File: config.mk
export PLATFORM = sky130hd
export DESIGN_NAME = lpm_out_buf_flat
export DESIGN_NICKNAME = d
export VERILOG_FILES = /design/src/hdl/lpm_pkg.sv /design/src/hdl/lpm_out_if.sv /design/src/hdl/lpm_out_buf.sv /design/src/flat_wrapper.sv
export SDC_FILE = /design/constraint.sdc
export NUM_CORES = 1
export LEC_CHECK = 0
export BUFFER_PORTS_ARGS = -buffer_cell sky130_fd_sc_hd__buf_2
export CAP_MARGIN = 20
export CORE_UTILIZATION = 39
export DETAILED_ROUTE_END_ITERATION = 10
export HOLD_SLACK_MARGIN = 0.15
export PLACE_DENSITY = 0.75
export RECOVER_POWER = 25
export SLEW_MARGIN = 15
export SYNTH_ARGS = -nofsm -noshare
export SYNTH_HDL_FRONTEND = slang
export SYNTH_SLANG_ARGS = --single-unit
File: constraint.sdc
create_clock -name clk -period 2.5 [get_ports clk]
set_clock_uncertainty 0.2 [all_clocks]
set_input_delay 0.125 -clock clk [delete_from_list [all_inputs] [get_ports clk]]
set_output_delay 0.125 -clock clk [all_outputs]
set_load 0.02 [all_outputs]
File: src/hdl/lpm_pkg.sv
`timescale 1ns / 1ps

package lpm_pkg;

    localparam int AddrW = 32;
    localparam int SlotW = 6;
    localparam int LenW = 6;
    localparam logic [LenW-1:0] MaxLen = LenW'(32);
    localparam int TableEntriesDefault = 64;

    typedef enum logic
    {
        FUNC_WRITE = 1'b0,
        FUNC_LOOKUP = 1'b1
    } func_t;

    // One beat as it travels along the row of cells. The address field holds
    // the prefix for a write and the query for a lookup.
    typedef struct packed
    {
        logic valid;
        func_t func;
        logic [SlotW-1:0] slot;
        logic entry_valid;
        logic [AddrW-1:0] addr;
        logic [LenW-1:0] len;
        logic found;
        logic [SlotW-1:0] best_slot;
        logic [LenW-1:0] best_len;
    } lpm_item_t;

    typedef struct packed
    {
        logic found;
        logic [SlotW-1:0] match_slot;
        logic [LenW-1:0] match_len;
    } lpm_rsp_t;

endpackage

File: src/hdl/lpm_out_if.sv
`timescale 1ns / 1ps

interface lpm_out_if;

    logic valid;
    logic ready;
    logic found;
    logic [lpm_pkg::SlotW-1:0] match_slot;
    logic [lpm_pkg::LenW-1:0] match_len;

    modport source
    (
        output valid, found, match_slot, match_len,
        input ready
    );

    modport sink
    (
        input valid, found, match_slot, match_len,
        output ready
    );

endinterface

File: src/hdl/lpm_out_buf.sv
`timescale 1ns / 1ps

module lpm_out_buf (
    input  logic                clk,
    input  logic                rst_n,
    input  lpm_pkg::lpm_item_t  tail,
    output logic                room,
    lpm_out_if.source           rsp
);

    lpm_pkg::lpm_rsp_t main_reg, main_next;
    lpm_pkg::lpm_rsp_t skid_reg, skid_next;
    logic main_valid_reg, main_valid_next;
    logic skid_valid_reg, skid_valid_next;

    logic push;
    logic pop;
    lpm_pkg::lpm_rsp_t tail_rsp;

    always_comb
    begin
        tail_rsp.found = tail.found;
        tail_rsp.match_slot = tail.best_slot;
        tail_rsp.match_len = tail.best_len;

        push = !skid_valid_reg && tail.valid && (tail.func == lpm_pkg::FUNC_LOOKUP);
        pop = main_valid_reg && rsp.ready;

        main_next = main_reg;
        skid_next = skid_reg;
        main_valid_next = main_valid_reg;
        skid_valid_next = skid_valid_reg;

        if (skid_valid_reg)
        begin
            if (pop)
            begin
                main_next = skid_reg;
                skid_valid_next = 1'b0;
            end
        end
        else if (push)
        begin
            if (!main_valid_reg || pop)
            begin
                main_next = tail_rsp;
                main_valid_next = 1'b1;
            end
            else
            begin
                skid_next = tail_rsp;
                skid_valid_next = 1'b1;
            end
        end
        else if (pop)
        begin
            main_valid_next = 1'b0;
        end
    end

    always_ff @(posedge clk or negedge rst_n)
    begin
        if (!rst_n)
        begin
            main_valid_reg <= 1'b0;
            skid_valid_reg <= 1'b0;
        end
        else
        begin
            main_valid_reg <= main_valid_next;
            skid_valid_reg <= skid_valid_next;
        end
    end

    always_ff @(posedge clk)
    begin
        main_reg <= main_next;
        skid_reg <= skid_next;
    end

    assign room = !skid_valid_reg;
    assign rsp.valid = main_valid_reg;
    assign rsp.found = main_reg.found;
    assign rsp.match_slot = main_reg.match_slot;
    assign rsp.match_len = main_reg.match_len;

endmodule

File: src/flat_wrapper.sv
// flat-port wrapper written by rule: the top's interface ports become plain ports
module lpm_out_buf_flat 
  (clk, rst_n, tail, room, rsp_valid, rsp_found, rsp_match_slot, rsp_match_len, rsp_ready);
  lpm_out_if rsp_i ();
  input  logic clk;
  input  logic rst_n;
  input  lpm_pkg::lpm_item_t tail;
  output logic room;
  output wire logic [$bits(rsp_i.valid)-1:0] rsp_valid;
  output wire logic [$bits(rsp_i.found)-1:0] rsp_found;
  output wire logic [$bits(rsp_i.match_slot)-1:0] rsp_match_slot;
  output wire logic [$bits(rsp_i.match_len)-1:0] rsp_match_len;
  input wire logic [$bits(rsp_i.ready)-1:0] rsp_ready;
  assign rsp_valid = rsp_i.valid;
  assign rsp_found = rsp_i.found;
  assign rsp_match_slot = rsp_i.match_slot;
  assign rsp_match_len = rsp_i.match_len;
  assign rsp_i.ready = rsp_ready;
  lpm_out_buf u_core (.clk(clk), .rst_n(rst_n), .tail(tail), .room(room), .rsp(rsp_i));
endmodule
==> results of run 1 <==
-- layout make-up --
cell class                      instances  share of cell area, %
Clock buffer                            3                   1.48
Inverter                                2                  0.493
Sequential cell                        28                   54.6
Clock inverter                          1                   1.97
Tap cell                               30                   2.47
Multi-Input combinational cell         21                   15.0
Timing Repair Buffer                   55                   24.0
-- cell usage after synthesis --
master | count | share of area, %
edfxtp_1 | 26 | 71
mux2_4 | 7 | 9.6
mux2_2 | 6 | 6.2
dfrtp_1 | 2 | 4.6
inv_1 | 2 | 0.69
a21oi_1 | 1 | 0.46
a2bb2oi_1 | 1 | 0.80
a31oi_1 | 1 | 0.57
and2b_2 | 1 | 0.80
buf_12 | 1 | 1.8
buf_6 | 1 | 1.0
nand2_1 | 1 | 0.34
nand3b_1 | 1 | 0.69
nor3_1 | 1 | 0.46
o21ai_0 | 1 | 0.46
-- layer usage --
layer | vias to the layer above | track usage, % | routed length, um
met5 | - | 0 | 0
met4 | 0 | 8.33 | 10
met2 | 21 | 25.3 | 1050
li1 | 318 | - | -
met3 | 2 | 3.28 | 99
met1 | 315 | 15.6 | 734
-- worst paths after layout --
| path | start | end | slack (ps) | cells past startpoint |
|---|---|---|---|---|
| min | tail[59] | u_core.rsp.match_slot[1] | 180 | 4 |
| max | u_core.skid_valid_reg | u_core.skid_reg[0] | 270 | 4 |
| min in group asynchronous | rst_n | u_core.skid_valid_reg | 440 | 3 |
| min reg2reg | u_core.skid_reg[12] | u_core.rsp.found | 360 | 1 |
| max in group asynchronous | rst_n | u_core.rsp.valid | 1530 | 3 |
| max reg2reg | u_core.skid_valid_reg | u_core.skid_reg[0] | 270 | 4 |
-- worst reg2reg max path: cells and delay by family (launching register included) --
family | cells | cell delay [ps]
simple gates | 2 | 420
buf+inv | 2 | 850
flops | 1 | 480
-- through the flow --
| stage | hold WS, ps | worst slack (ps) | std cells | cell area [um^2] |
|---|---|---|---|---|
| after floorplan | -371 | 289 | 53 | 1090 |
| after global placement | -290 | 871 | 117 | 1290 |
| after detailed placement | -284 | 831 | 117 | 1290 |
| after CTS | 179 | 253 | 140 | 1540 |
| after global routing | 205 | 147 | 140 | 1520 |
| final | 180 | 267 | 140 | 1520 |
-- report_power, final --
group	internal [mW]	total, mW	switching, mW	leakage, nW
combinational	0.207	0.435	0.228	0.292
sequential	0.624	0.661	0.0375	0.264
clock	0.162	0.288	0.126	0.0279
-- timing repair --
action | CTS | global route
endpoints found under the hold margin | 43 | 0
hold buffers | 19 | 0
buffers inserted | 0 | 0
-- cells in the final DEF, fill, tap and decap left out --
master,synthesis,layout
a2bb2oi_1,1,1
edfxtp_1,26,26
bufinv_16,0,1
dfrtp_1,2,2
clkbuf_1,0,12
mux2_4,7,7
dlygate4sd3_1,0,19
buf_4,0,4
buf_2,0,20
a21oi_1,1,1
clkbuf_4,0,3
mux2_2,6,6
o21ai_0,1,1
nand3b_1,1,1
and2b_2,1,1
a31oi_1,1,1
inv_1,2,2
nand2_1,1,1
nor3_2,0,1
-- logic make-up (layout without fill, tap and decap cells) --
| logic type | count (synthesis) | count (layout) | synth area share [%] |
|---|---|---|---|
| flip-flops | 28 | 28 | 76.1 |
| multiplexers | 13 | 13 | 15.8 |
| AO/OA/AOI/OAI | 4 | 4 | 2.29 |
| AND/OR/NAND/NOR | 4 | 4 | 2.29 |
| buffers and inverters | 4 | 61 | 3.55 |
==> impl_metrics.tcl, run 1 <==
set metrics [dict create \
    outcome "finished, final reports clean" \
    wl_um 1890 \
    clkSinkCount 28 \
    grtUsageTotal_pct 14.3 \
    worst_slew_pin_slew_ps 252 \
    peakVddDrop_mv 0.502 \
    critical_path_arrival_ps 2070 \
    post_cts_resized 0 \
    cts-root-buf "clkbuf_4" \
    slowest_delay_ps 590 \
    ff_latch_area_um2 831 \
    grt_pass1_wl_um 2810 \
    globalplace.congestion 0.623 \
    syn_avg_cell_area_um2 20.6 \
    critPathSlowestCell "dlygate4sd3_1" \
    leakagePower_nw 0.584 \
    path_max_fanout 11 \
    ctsLongestPathBuffers 2 \
    core_area_um2 2570 \
    layout.nets 174 \
    clkLatencyLatePin_ps 320 \
    vias_per_cell 4.69 \
    syn_nets 116 \
    min_path_type "input port to register" \
    die_w_um 54.9 \
    hold_viol 0 \
    grt_pass1_vias 671 \
    setup_viol 0 \
    overflow 0 \
    core.rowCount 18 \
    max_freq_ghz 0.448 \
    drt-wirelength-per-cell_um 13.5 \
    period_share_pct 89.3 \
    hpwlAfterDp_um 1230 \
    cts_made_buffers 3 \
    vias 656 \
    synth-seq-cells 28 \
    power_density_nw_per_um2 909 \
    min_period_ps 2230 \
    drc 0 \
    max_cap_viol_count 0 \
    port_buffers 32 \
    critical_path_required_ps 2340 \
    worstPathCellList "nand3b_1, dlygate4sd3_1, nor3_2, buf_4" \
    multi_input_comb_area_um2 228 \
    syn_area_um2 1090 \
    crit_buf_inv 2 \
    finalPower_mw 1.38 \
    htree_levels 1 \
    drt_first_pass_iters 3 \
    path_delay_family "buffers and inverters" \
    synthCells 53 \
    grt_max_degree 17 \
    ys_warn_count 0 \
    slew_violations 0 \
    drtIter0Drc 9 \
    worst_setup_path_start_kind "register" \
    layout-drive-gt1-share_pct 39.1 \
    fin_util_pct 59.3 \
    n_antenna_cell 0 \
    fp.dieH_um 54.9 \
    initial_core_util_pct 42.5 \
    largest_register_ffs 13 \
    antenna_left 0 \
    clkTransAtPathRegs_ps 150 \
    cts_tree "built" \
    nFillCells 229 \
    ioPinCount 78 \
    synth_cell_type_count 15 \
    antenna_found_initial 0 \
    critPathCaptureType "register" \
    synthToLayoutAreaGrowth_pct 39.3 \
    worstSetupPathType "register to register" \
    grt_setup_unrepaired "false" \
    ys_seq_area_share_pct 76.1 \
    setup_tns_ps 0 \
    slew_headroom_pct 83.1 \
    die_area_um2 3020 \
]
Power figures use the tool's default switching activity.
==> inputs of run 2 (changes only) <==
--- a/config.mk
+++ b/config.mk
@@ -7,6 +7,7 @@
 export LEC_CHECK = 0
 export BUFFER_PORTS_ARGS = -buffer_cell sky130_fd_sc_hd__buf_2
 export CAP_MARGIN = 20
+export CORE_MARGIN = 4
 export CORE_UTILIZATION = 39
 export DETAILED_ROUTE_END_ITERATION = 10
 export HOLD_SLACK_MARGIN = 0.15
==> run 2 against run 1 <==
  * Routed wire length up 13%
  * Power down 7.5%
  * Die area up 23%
  * Clock-buffer cell count unchanged
  * Final cell count down 0.71%
  * Flip-flop and latch count unchanged
  * Via count up 0.46%
  * Register-to-register slack better by 500 ps
  * Clock power down 37%
  * Sequential power up 2%
  * Largest power group unchanged
  * Sequential share of layout area up 1.1 points
==> impl_metrics.tcl, run 2 (synthesized netlist as in run 1, its figures left out) <==
set metrics [dict create \
    outcome "finished, final reports clean" \
    crit_buf_inv 1 \
    worst_slew_pin_slew_ps 359 \
    drtIter0Drc 11 \
    fp.dieH_um 60.9 \
    core.rowCount 18 \
    slew_headroom_pct 76.0 \
    path_delay_family "flip-flops" \
    period_share_pct 69.3 \
    grt_pass1_wl_um 3490 \
    ctsLongestPathBuffers 2 \
    placed_cells 117 \
    antenna_left 0 \
    clkLatencyLatePin_ps 320 \
    largest_register_ffs 13 \
    final_cell_count_no_fill 139 \
    endpoint "u_core.rsp.valid" \
    critical_path_arrival_ps 1750 \
    drc 0 \
    cts_tree "built" \
    r2r_end "u_core.rsp.valid" \
    core_area_um2 2570 \
    leakagePower_nw 0.573 \
    vias 659 \
    nFillCells 227 \
    port_buffers 32 \
    hold_viol 0 \
    layout-drive-gt1-share_pct 39.4 \
    post_cts_resized 0 \
    critPathCaptureType "register" \
    ioPinCount 78 \
    drt-wirelength-per-cell_um 15.4 \
    placedInstanceArea_um2 1290 \
    cts_made_buffers 3 \
    grt_setup_unrepaired "false" \
    layout.nets 174 \
    slew_violations 0 \
    crit_path_start "u_core.skid_valid_reg" \
    rr_startpoint "u_core.skid_valid_reg" \
    path_max_fanout 10 \
    worstSetupPathType "register to register" \
    min_period_ps 1730 \
    die_area_um2 3710 \
    power_density_nw_per_um2 858 \
    max_cap_viol_count 0 \
    setup_viol 0 \
    final_cell_mix "26 x edfxtp_1, 21 x buf_2, 19 x dlygate4sd3_1" \
    cp.depth 3 \
    grt_max_degree 15 \
    setup_tns_ps 0 \
    overflow 0 \
    antenna_found_initial 0 \
    min_path_type "input port to register" \
    initial_core_util_pct 42.5 \
    ff2ff_path_depth 3 \
    globalplace.congestion 0.659 \
    final_cell_area_um2 1490 \
    worst_setup_path_start_kind "register" \
    drt_first_pass_iters 4 \
    critical_path_required_ps 2520 \
    slowest_delay_ps 580 \
    htree_levels 1 \
    grt_pass1_vias 767 \
    vias_per_cell 4.74 \
    peakVddDrop_mv 0.582 \
    hpwlAfterDp_um 1400 \
    clkSinkCount 28 \
    worstPathCellList "nand3b_1, dlygate4sd3_1, o21ai_0" \
    wl_um 2150 \
    synthToLayoutAreaGrowth_pct 36.7 \
    mostFrequentLayoutCell "edfxtp_1" \
    grtUsageTotal_pct 13.5 \
    die_w_um 60.9 \
    max_freq_ghz 0.577 \
    cts-root-buf "clkbuf_4" \
    n_antenna_cell 0 \
    critPathSlowestCell "dfrtp_1" \
    clkTransAtPathRegs_ps 140 \
    r2r_slack_ps 770 \
]
[run 2: changes by cell type in the layout (fill, tap and decap cells not counted)]
cell	before	now
clkbuf_1	12	11
buf_2	20	21
bufinv_16	1	0
[run 2: worst min path at each step]
stage                        start                     to  slack [ps]  depth (start not counted)
final                     tail[58]     u_core.skid_reg[5]         220                          4
after global routing      tail[58]     u_core.skid_reg[7]         210                          4
after CTS                 tail[58]     u_core.skid_reg[7]         210                          4
after detailed placement     rst_n  u_core.skid_valid_reg        -280                          1
after global placement       rst_n       u_core.rsp.valid        -290                          1
after floorplan              rst_n       u_core.rsp.valid        -370                          0
[run 2: timing repair]
item / in CTS / in global routing
endpoints found under the hold margin: 43 / 0
hold buffers: 19 / 0
setup buffers: 0 / 0
[run 2: layer usage]
metal | global-route usage (%) | wire length [um]
met5 | 0 | 0
met4 | 6.50 | 16
met3 | 2.34 | 103
met2 | 25.6 | 1230
met1 | 14.1 | 798
[run 2: final cells by class]
cell class,instances,area (um^2),share of cell area [%]
repair buffers,55,367,24.6
clock buffers,3,22.5,1.51
well taps,30,37.5,2.51
flip-flops and latches,28,831,55.7
inverters,2,7.51,0.503
multi-input cells,21,228,15.3
[run 2: worst reg2reg max path: stages, from the launching register on]
cell           delay (ps)
dfrtp_1               580
nand3b_1              220
dlygate4sd3_1         560
o21ai_0                80
[run 2: stage by stage]
| step | total power, mW | worst slack [ps] | utilization [%] | hold WS, ps |
|---|---|---|---|---|
| global route | 1.35 | 659 | 58.1 | 207 |
| finish | 1.28 | 768 | 58.1 | 221 |
| detailed placement | 1.08 | 799 | 50.4 | -285 |
| CTS | 1.29 | 762 | 58.7 | 205 |
| global placement | 1.06 | 840 | 50.4 | -290 |
| floorplan | 0.982 | 289 | - | -371 |
[run 2: power breakdown]
| group | total [mW] | internal (mW) | leakage, nW | switching (mW) |
|---|---|---|---|---|
| logic | 0.426 | 0.202 | 0.295 | 0.224 |
| clock network | 0.181 | 0.0564 | 0.0138 | 0.125 |
| registers | 0.673 | 0.624 | 0.264 | 0.0490 |
| total | 1.28 | 0.882 | 0.573 | 0.398 |
