File: src/hdl/lpm_pkg.sv
`timescale 1ns / 1ps

package lpm_pkg;

    localparam int AddrW = 32;
    localparam int SlotW = 6;
    localparam int LenW = 6;
    localparam logic [LenW-1:0] MaxLen = LenW'(32);
    localparam int TableEntriesDefault = 64;

    typedef enum logic
    {
        FUNC_WRITE = 1'b0,
        FUNC_LOOKUP = 1'b1
    } func_t;

    // One beat as it travels along the row of cells. The address field holds
    // the prefix for a write and the query for a lookup.
    typedef struct packed
    {
        logic valid;
        func_t func;
        logic [SlotW-1:0] slot;
        logic entry_valid;
        logic [AddrW-1:0] addr;
        logic [LenW-1:0] len;
        logic found;
        logic [SlotW-1:0] best_slot;
        logic [LenW-1:0] best_len;
    } lpm_item_t;

    typedef struct packed
    {
        logic found;
        logic [SlotW-1:0] match_slot;
        logic [LenW-1:0] match_len;
    } lpm_rsp_t;

endpackage

File: src/hdl/lpm_cell.sv
`timescale 1ns / 1ps

module lpm_cell #(
    parameter int SLOT = 0
) (
    input  logic                clk,
    input  logic                rst_n,
    input  logic                advance,
    input  lpm_pkg::lpm_item_t  item_in,
    output lpm_pkg::lpm_item_t  item_out
);

    localparam int SlotW = lpm_pkg::SlotW;
    localparam int AddrW = lpm_pkg::AddrW;
    localparam int LenW = lpm_pkg::LenW;
    localparam bit Writable = (SLOT < (1 << SlotW));
    localparam logic [SlotW-1:0] SlotId = SlotW'(SLOT);

    lpm_pkg::lpm_item_t item_reg, item_next;
    logic mark_reg, mark_next;
    logic [AddrW-1:0] prefix_reg, prefix_next;
    logic [LenW-1:0] len_reg, len_next;

    logic wr_hit;
    logic [AddrW-1:0] mask;
    logic hit;

    always_comb
    begin
        wr_hit = Writable && item_in.valid && (item_in.func == lpm_pkg::FUNC_WRITE)
                 && (item_in.slot == SlotId);
        mask = ~({AddrW{1'b1}} >> len_reg);
        hit = mark_reg && (((item_in.addr ^ prefix_reg) & mask) == '0);

        item_next = item_in;
        if (item_in.valid && (item_in.func == lpm_pkg::FUNC_LOOKUP) && hit
            && (!item_in.found || (len_reg > item_in.best_len)))
        begin
            item_next.found = 1'b1;
            item_next.best_slot = SlotId;
            item_next.best_len = len_reg;
        end

        mark_next = mark_reg;
        prefix_next = prefix_reg;
        len_next = len_reg;
        if (wr_hit)
        begin
            mark_next = item_in.entry_valid;
            prefix_next = item_in.addr;
            len_next = item_in.len;
        end
    end

    always_ff @(posedge clk or negedge rst_n)
    begin
        if (!rst_n)
        begin
            item_reg <= '0;
            mark_reg <= 1'b0;
        end
        else if (advance)
        begin
            item_reg <= item_next;
            mark_reg <= mark_next;
        end
    end

    always_ff @(posedge clk)
    begin
        if (advance)
        begin
            prefix_reg <= prefix_next;
            len_reg <= len_next;
        end
    end

    assign item_out = item_reg;

endmodule

File: config.mk
export PLATFORM = sky130hd
export DESIGN_NAME = lpm_cell
export DESIGN_NICKNAME = d
export VERILOG_FILES = /design/src/hdl/lpm_pkg.sv /design/src/hdl/lpm_cell.sv
export SDC_FILE = /design/constraint.sdc
export NUM_CORES = 1
export LEC_CHECK = 0
export BUFFER_PORTS_ARGS = -buffer_cell sky130_fd_sc_hd__buf_2
export CAP_MARGIN = 20
export CORE_MARGIN = 1
export CORE_UTILIZATION = 40
export CTS_BUF_LIST = sky130_fd_sc_hd__clkbuf_4 sky130_fd_sc_hd__clkbuf_8
export CTS_CLUSTER_DIAMETER = 50
export CTS_CLUSTER_SIZE = 8
export DETAILED_ROUTE_END_ITERATION = 8
export PLACE_DENSITY = 0.63
export SYNTH_ARGS = -nofsm -noshare
export SYNTH_HDL_FRONTEND = slang
export SYNTH_SLANG_ARGS = --single-unit
File: constraint.sdc
create_clock -name clk -period 3.75 [get_ports clk]
set_input_delay 0.1875 -clock clk [delete_from_list [all_inputs] [get_ports clk]]
set_output_delay 0.1875 -clock clk [all_outputs]
set_load 0.05 [all_outputs]
==> results of run 1 <==
[critical path: stages, from the launching register on]
cell	delay [ns]
edfxtp_1	0.54
or4_4	0.49
a22o_1	0.22
or4_1	0.54
or4_1	0.66
or4_1	0.58
a31o_1	0.27
[path summary, 6_finish.rpt]
kind                                     startpoint                        to  slack [ns]  depth (start not counted)
max in group asynchronous                     rst_n   item_out[8]$_DFFE_PN0P_        2.47                          3
min                                     item_in[15]      len_reg[2]$_DFFE_PP_        0.03                          1
max reg2reg                    len_reg[4]$_DFFE_PP_   item_out[8]$_DFFE_PN0P_        0.37                          6
min in group asynchronous                     rst_n  item_out[19]$_DFFE_PN0P_        0.40                          2
max                            len_reg[4]$_DFFE_PP_   item_out[8]$_DFFE_PN0P_        0.37                          6
min reg2reg                item_out[28]$_DFFE_PN0P_  item_out[28]$_DFFE_PN0P_        0.51                          1
[layer usage]
| layer | track usage | wire, um | up-vias |
|---|---|---|---|
| li1 | - | - | 1513 |
| met1 | 0.2462 | 4746 | 1556 |
| met2 | 0.2774 | 4539 | 75 |
| met3 | 0.03692 | 429 | 5 |
| met4 | 0.05773 | 58 | 0 |
| met5 | 0 | 0 | - |
[cells by family after synthesis]
kind of cell | count (synthesis) | share of synthesized area
flip-flops | 99 | 0.5997
multiplexers | 48 | 0.1215
XOR/XNOR | 32 | 0.06301
AO/OA/AOI/OAI | 66 | 0.1027
buffers and inverters | 27 | 0.02363
adder cells (fa/ha/maj) | 6 | 0.01688
AND/OR/NAND/NOR | 58 | 0.07257
[cell type report]
type                            count  area, um2
Multi-Input combinational cell    210       1690
Clock inverter                      6      40.04
Sequential cell                    99       2668
Clock buffer                       10      131.4
Fill cell                        1014       5421
Tap cell                          140      175.2
Timing Repair Buffer              131      680.7
Inverter                            9      33.78
[timing repair]
action,CTS,global route
endpoints found under the hold margin,29,0
hold buffers,1,0
resized for setup,0,0
endpoints found under the setup margin,0,0
setup buffers,0,0
[power groups by stage]
stage | combinational, mW | sequential (mW) | clock [mW]
3_3_place_gp | 0.497 | 1.24 | 0
3_5_place_dp | 0.501 | 1.24 | 0
2_1_floorplan | 0.116 | 1.47 | 0
4_1_cts | 0.502 | 1.22 | 0.644
6_report | 0.497 | 1.22 | 0.616
5_1_grt | 0.527 | 1.23 | 0.680
[stage by stage]
step	hold WS [ns]	total power, mW	util	cell area [um2]
after floorplan	-0.1081	1.585	-	4454
after global placement	0.2483	1.735	0.4831	5238
after detailed placement	0.2645	1.742	0.4831	5238
after CTS	0.005001	2.365	0.4999	5419
after global routing	0.003248	2.434	0.4999	5419
final	0.03124	2.331	0.4999	5419
[placed cells by master (no fill, tap or decap), drive strengths merged, types with 2 or more instances in the layout]
master,Yosys,routed
o211ai,2,2
a31o,8,8
o21bai,2,2
a21o,2,2
and2,2,2
inv,9,11
a21oi,10,10
nand3,2,2
xor2,12,12
clkinv,0,4
mux2,48,48
dfrtp,61,61
xnor2,20,20
nor3,3,3
nor2b,8,8
a211oi,2,2
nor4,4,4
clkbuf,14,10
edfxtp,38,38
nand4,9,9
or4,7,7
o21ai,8,8
ha,6,6
o22ai,4,4
a31oi,12,12
o31ai,2,2
buf,4,130
nor2,17,17
o41ai,6,6
nand2,3,3
==> impl_metrics.toml, run 1 <==
[die]
initial_core_util = 0.4103
die_w_um = 107.5
core-area_um2 = 10840
die_h_um = 107.5
num_rows = 38
dieArea_um2 = 11550
ioPinCount = 123

[sta]
hold_violations = 0
clock_skew_ns = 0.006464
drv_slew = 0
fmax_mhz = 295.4
grt_setup_unrepaired = "no"
fin_crit_sh = 0.9026
setup_tns_ns = 0
max_slew.worst_pin.slew_ns = 0.8310
timing.final.ws_setup_ns = 0.3651
period_needed_ns = 3.385
finalSetupViolations = 0
max-slew-margin-rel = 0.4460

[synthesis]
ys_seq_elements = 99
ys_warn_count = 0
avgSynthCellArea_um2 = 13.24
synth_edf_count = 38
ys.flop_type = "dfrtp_1"
yosys.area.top_type = "dfrtp_1"
synthCells = 336
yosysSeqAreaShare = 0.5997
synth.most_common_cell = "dfrtp_1"
synth_common_cells = "dfrtp_1 (61), mux2_2 (48), edfxtp_1 (38)"
synth_top_area_share = 0.3432
async_flop_share = 0.6162
synthesis.area_um2 = 4448
ys_types = 43
ys_top_cells_by_area = "dfrtp_1 (34%), edfxtp_1 (26%), mux2_2 (12%)"
synth_fp_nets = 405

[place]
port-buffer-count = 122
pre_cts_ws_ns = 0.3495
dpl.hpwl_um = 7190
gp_congestion = 0.8360
placed_cells = 588

[pwr]
power.switching_mw = 0.7469
pwr-share-comb = 0.213
p_leak_nw = 2.261
pwr-share-clk = 0.264
p_seq_frac = 0.522
sw_frac_of_total = 0.3204
irDropWorstVdd_mv = 0.2211
internal-power_mw = 1.584
powerDensity_nw_per_um2 = 430.2

[cells_and_area]
drive_gt1_frac = 0.4258
synthToLayoutAreaGrowth_pct = 21.83
antenna_cells = 0
fin_nets = 529
fin_cells = 605
largest_reg_flops = 60

[clock_network]
clk_path_buf_depth = 2
root_buffer = "clkbuf_8"
htree_levels = 3
numClockSinks = 99
numCtsBuffers = 9
path_clk_slew_ns = 0.09
cts_tree = "done"
clock_latency_ns = 0.36

[critical_path]
start_kind = "register"
arrival_ns = 3.64
cp-end-kind = "register"
path_class = "reg -> reg"
worstPathRequired_ns = 4.00
worstPathMaxFanout = 10

[grt]
antenna_found_initial = 0
grt_overflow_total = 0
grt_pass1_wl_um = 15580
grt_max_degree = 74
grt_pass1_vias = 3018
grt.total_usage = 0.1772

[routing]
vias = 3149
drtIter0Drc = 172
wl_per_cell_um = 16.16
via_per_inst = 5.205
drc_errors = 0
wl_um = 9774
ant_nets = 0
first_pass_iters = 4

[hold_path]
hp-class = "in -> reg"

[job]
maxCapViolations = 0

[run_status]
status = "complete, no violations"
Note: power is estimated with default switching activity, not from simulation.
==> inputs of run 2 (changes only) <==
--- a/config.mk
+++ b/config.mk
@@ -7,6 +7,7 @@
 export LEC_CHECK = 0
 export BUFFER_PORTS_ARGS = -buffer_cell sky130_fd_sc_hd__buf_2
 export CAP_MARGIN = 20
+export CORE_ASPECT_RATIO = 1.2
 export CORE_MARGIN = 1
 export CORE_UTILIZATION = 40
 export CTS_BUF_LIST = sky130_fd_sc_hd__clkbuf_4 sky130_fd_sc_hd__clkbuf_8
==> run 2 against run 1 <==
- the flow now finishes with violations (design-rule violations)
- sequential power barely moved
- combinational power barely moved
- clock power fell by 2%
- clock skew rose by 0.0031 ns
- worst setup slack got worse by 0.017 ns
- critical path depth did not move
- sequential share of layout area rose by 0.068 points
- total power fell by 0.57%
- fmax fell by 0.51%
- critical endpoint is now item_out[6]$_DFFE_PN0P_
- largest power group unchanged
- highest routed layer unchanged
==> impl_metrics.toml, run 2 (synthesis gave the netlist of run 1 again) <==
[critical_path]
crit_path_max_incr_delay_ns = 0.66
ff2ff_setup_slack_ns = 0.35
cp-end-kind = "register"
r2r-end = "item_out[6]$_DFFE_PN0P_"
path_cells = "or4_4, a22o_1, or4_1, or4_1, or4_1, a31o_1"
r2r_cells = 6
r2r-start = "len_reg[4]$_DFFE_PP_"
crit_end = "item_out[6]$_DFFE_PN0P_"
arrival_ns = 3.66
crit_top_cell = "or4_1"
cp.depth = 6
crit_path_start = "len_reg[4]$_DFFE_PP_"
worstPathMaxFanout = 10
crit_family = "simple AND/OR/NAND/NOR gates"
start_kind = "register"
cp_num_buf_inv = 0
path_class = "reg -> reg"
slowest_stage = "or4_1"
worstPathRequired_ns = 4.00

[grt]
grt_pass1_wl_um = 16370
grt_overflow_total = 0
grt.total_usage = 0.1815
grt_max_degree = 74
grt_pass1_vias = 3262
antenna_found_initial = 0

[cells_and_area]
seq_area_um2 = 2668
largest_reg_flops = 60
antenna_cells = 0
fin_cells = 594
final_cell_mix = "buf_2 (122), dfrtp_1 (61), mux2_2 (48)"
fin_util = 0.5072
final_common_cell = "buf_2"
synthToLayoutAreaGrowth_pct = 21.66
fin_nets = 530
drive_gt1_frac = 0.4237
fill_cells = 994
multi_input_area_um2 = 1690

[routing]
wl_um = 9754
drtIter0Drc = 198
ant_nets = 0
via_per_inst = 5.244
wl_per_cell_um = 16.42
first_pass_iters = 9
drc_errors = 2
vias = 3115

[clock_network]
cts_hold_buf = 2
numCtsBuffers = 9
clk_path_buf_depth = 2
htree_levels = 3
ctsResizeCount = 0
root_buffer = "clkbuf_8"
post_cts_buffers = 0
path_clk_slew_ns = 0.09
cts_tree = "done"
numClockSinks = 99
clock_latency_ns = 0.37

[sta]
fin_crit_sh = 0.9072
whs_ns = 0.02370
grt_setup_unrepaired = "no"
fmax_mhz = 293.9
max_slew.worst_pin.slew_ns = 0.8119
period_needed_ns = 3.402
max-slew-margin-rel = 0.4587
finalSetupViolations = 0
clock_skew_ns = 0.009537
setup_tns_ns = 0
drv_slew = 0
hold_violations = 0

[pwr]
irDropWorstVdd_mv = 0.2721
p_seq_frac = 0.525
sw_frac_of_total = 0.3221
pwr-share-comb = 0.216
pwr-share-clk = 0.259
finalPower_mw = 2.318
power.switching_mw = 0.7465
internal-power_mw = 1.571
p_leak_nw = 2.249
powerDensity_nw_per_um2 = 428.3

[die]
die_h_um = 117.5
num_rows = 41
die_w_um = 98.27
initial_core_util = 0.4169
core-area_um2 = 10670
dieArea_um2 = 11550
ioPinCount = 123

[hold_path]
min_from = "item_in[14]"
hp-class = "in -> reg"

[place]
placed_cells = 577
port-buffer-count = 122
gp_congestion = 0.7962
dpl.hpwl_um = 7286

[job]
maxCapViolations = 0

[run_status]
violations = "design-rule violations"
status = "finished with violations"
## run 2: cell types whose count changed in the layout (fill, tap and decap cells not counted), sizes merged
cell and delta:
clkinv -1, clkinvlp +3, inv -2, clkbuf -1, dlygate4sd3 +1
## run 2: how the worst min path moves through the flow
stage                              end  slack (ns)  cells past startpoint
2_1_floorplan  item_out[0]$_DFFE_PN0P_       -0.11                      0
3_3_place_gp   item_out[6]$_DFFE_PN0P_        0.23                      1
3_5_place_dp   item_out[7]$_DFFE_PN0P_        0.24                      1
6_report          len_reg[1]$_DFFE_PP_        0.02                      1
5_1_grt           len_reg[0]$_DFFE_PP_        0.01                      1
4_1_cts           len_reg[0]$_DFFE_PP_      0.0004                      1
## run 2: cell type report
cell class	count	area share
clock inverters	6	0.008092
well taps	129	0.02983
clock buffers	9	0.02289
repair buffers	132	0.1276
flip-flops and latches	99	0.4929
multi-input cells	210	0.3124
inverters	9	0.006243
## run 2: routing by layer
layer / GRT usage / vias up / share of wire
met2: 0.2962 / 69 / 0.50
met4: 0.08675 / 0 / 0.017
met3: 0.02375 / 11 / 0.030
met5: 0 / - / 0
li1: - / 1517 / -
met1: 0.2391 / 1518 / 0.46
## run 2: stage by stage
stage | setup WS, ns | instance area [um2]
2_1_floorplan | 0.3944 | 4454
3_3_place_gp | 0.4413 | 5224
3_5_place_dp | 0.3578 | 5224
4_1_cts | 0.3442 | 5411
5_1_grt | 0.1735 | 5411
6_report | 0.3479 | 5411
## run 2: power by group through the flow
stage,Clock [mW],Combinational (mW),Sequential (mW)
after floorplan,0,0.116,1.47
after global placement,0,0.499,1.24
after detailed placement,0,0.504,1.24
after CTS,0.624,0.506,1.22
after global routing,0.660,0.529,1.23
final,0.601,0.500,1.22
## run 2: worst reg2reg max path, cell delays in order, from the launching register on
cell	delay [ns]
edfxtp_1	0.54
or4_4	0.48
a22o_1	0.23
or4_1	0.52
or4_1	0.66
or4_1	0.59
a31o_1	0.28
==> inputs of run 3 (changes only) <==
--- a/config.mk
+++ b/config.mk
@@ -15,6 +15,8 @@
 export CTS_CLUSTER_SIZE = 8
 export DETAILED_ROUTE_END_ITERATION = 8
 export PLACE_DENSITY = 0.63
+export RECOVER_POWER = 100
+export SETUP_SLACK_MARGIN = 0.05
 export SYNTH_ARGS = -nofsm -noshare
 export SYNTH_HDL_FRONTEND = slang
 export SYNTH_SLANG_ARGS = --single-unit
==> run 3 against run 2 <==
- the run ends with design-rule violations, max-capacitance violations, max-slew violations left
- critical path depth is the same
- sequential power barely moved
- wire length rose by 0.32%
- clock skew about the same
- non-clock buffer count did not move
- fmax fell by 0.16%
- register-to-register slack barely moved
- total power decreased by 0.89%
- via count rose by 0.39%
- sequential share of layout area rose by 1.4 points
==> impl_metrics.toml, run 3 (synthesis gave the netlist of run 1 again) <==
[run_status]
status = "finished with violations"
violations = "design-rule violations, max-capacitance violations, max-slew violations"

[pwr]
pwr-share-clk = 0.262
finalPower_mw = 2.297
p_leak_nw = 1.958
pwr-share-comb = 0.207
sw_frac_of_total = 0.3264
internal-power_mw = 1.548
power.switching_mw = 0.7497
p_seq_frac = 0.531
powerDensity_nw_per_um2 = 436.7
irDropWorstVdd_mv = 0.2692

[sta]
drv_slew = 114
whs_ns = 0.03850
grt_setup_unrepaired = "no"
clock_skew_ns = 0.009670
fmax_mhz = 293.5
setup_tns_ns = 0
period_needed_ns = 3.408
finalSetupViolations = 0
max-slew-margin-rel = -0.3883
timing.final.ws_setup_ns = 0.3424
max_slew.worst_pin.slew_ns = 2.082
hold_violations = 0
fin_crit_sh = 0.9087

[cells_and_area]
fin_area_um2 = 5260
antenna_cells = 0
drive_gt1_frac = 0.2043
final_cell_mix = "clkbuf_1 (101), dfrtp_1 (61), mux2_2 (48)"
final_common_cell = "clkbuf_1"
synthToLayoutAreaGrowth_pct = 18.26
largest_reg_flops = 60
fin_nets = 530

[clock_network]
path_clk_slew_ns = 0.10
root_buffer = "clkbuf_8"
cts_tree = "done"
clk_path_buf_depth = 2
htree_levels = 3
clock_latency_ns = 0.37
post_cts_buffers = 0
numClockSinks = 99
numCtsBuffers = 9

[critical_path]
path_cells = "or4_4, a22o_1, or4_1, or4_1, or4_1, a31o_1"
start_kind = "register"
worstPathMaxFanout = 10
worstPathRequired_ns = 4.00
crit_top_cell = "or4_1"
slowest_stage = "or4_1"
cp-end-kind = "register"
crit_path_max_incr_delay_ns = 0.67
arrival_ns = 3.66
path_class = "reg -> reg"

[routing]
via_per_inst = 5.264
ant_nets = 0
drc_errors = 2
vias = 3127
drtIter0Drc = 216
wl_um = 9785
first_pass_iters = 8
wl_per_cell_um = 16.47

[die]
dieArea_um2 = 11550
die_w_um = 98.27
die_h_um = 117.5
core-area_um2 = 10670
num_rows = 41
initial_core_util = 0.4169
ioPinCount = 123

[place]
port-buffer-count = 122
placed_area_um2 = 5224
gp_congestion = 0.7962
dpl.hpwl_um = 7286
pre_cts_ws_ns = 0.3578

[hold_path]
hp-class = "in -> reg"

[grt]
grt.total_usage = 0.1815
antenna_found_initial = 0
grt_pass1_wl_um = 16370
grt_overflow_total = 0
grt_pass1_vias = 3262
grt_max_degree = 74

[job]
maxCapViolations = 2
-- run 3: critical path, delay by kind of cell (launching register included) --
family / cells / cell delay, ns
AOI/OAI and AO/OA: 2 / 0.51
DFF: 1 / 0.53
and+or+nand+nor: 4 / 2.26
-- run 3: final cells by class --
cell class | count | area [um2]
Clock buffer | 9 | 123.9
Sequential cell | 99 | 2668
Timing Repair Buffer | 132 | 554.3
Fill cell | 1047 | 5410
Tap cell | 129 | 161.4
Multi-Input combinational cell | 210 | 1675
Inverter | 9 | 33.78
Clock inverter | 6 | 43.79
-- run 3: stage by stage --
stage | std cells | util
after CTS | 594 | 0.5072
after floorplan | 336 | -
after detailed placement | 577 | 0.4896
after global placement | 577 | 0.4896
final | 594 | 0.4930
after global routing | 594 | 0.4930
-- run 3: worst paths after layout --
kind | slack (ns) | from | depth (start not counted) | endpoint
setup / recovery | 0.34 | len_reg[4]$_DFFE_PP_ | 6 | item_out[6]$_DFFE_PN0P_
hold / removal | 0.04 | item_in[11] | 2 | item_out[11]$_DFFE_PN0P_
setup reg to reg | 0.34 | len_reg[4]$_DFFE_PP_ | 6 | item_out[6]$_DFFE_PN0P_
hold reg to reg | 0.51 | mark_reg$_DFFE_PN0P_ | 1 | mark_reg$_DFFE_PN0P_
max in group asynchronous | 1.47 | rst_n | 3 | item_out[38]$_DFFE_PN0P_
min in group asynchronous | 0.71 | rst_n | 2 | item_out[7]$_DFFE_PN0P_
-- run 3: power by group through the flow --
| stage | logic, mW | registers [mW] | clock network (mW) |
|---|---|---|---|
| 2_1_floorplan | 0.116 | 1.47 | 0 |
| 3_3_place_gp | 0.499 | 1.24 | 0 |
| 3_5_place_dp | 0.504 | 1.24 | 0 |
| 4_1_cts | 0.506 | 1.22 | 0.624 |
| 5_1_grt | 0.504 | 1.23 | 0.660 |
| 6_report | 0.475 | 1.22 | 0.603 |
-- run 3: repair_timing --
item / 4_1_cts / 5_1_grt
gates resized for setup: 0 / 0
endpoints found under the hold margin: 27 / 0
hold buffers: 2 / 0
-- run 3: routing by layer --
metal  vias up  track usage  routed length, um
li1       1518            -                  -
met1      1525       0.2391               4459
met2        73       0.2962               4853
met3        11      0.02375                307
met4         0      0.08675                164
met5         -            0                  0
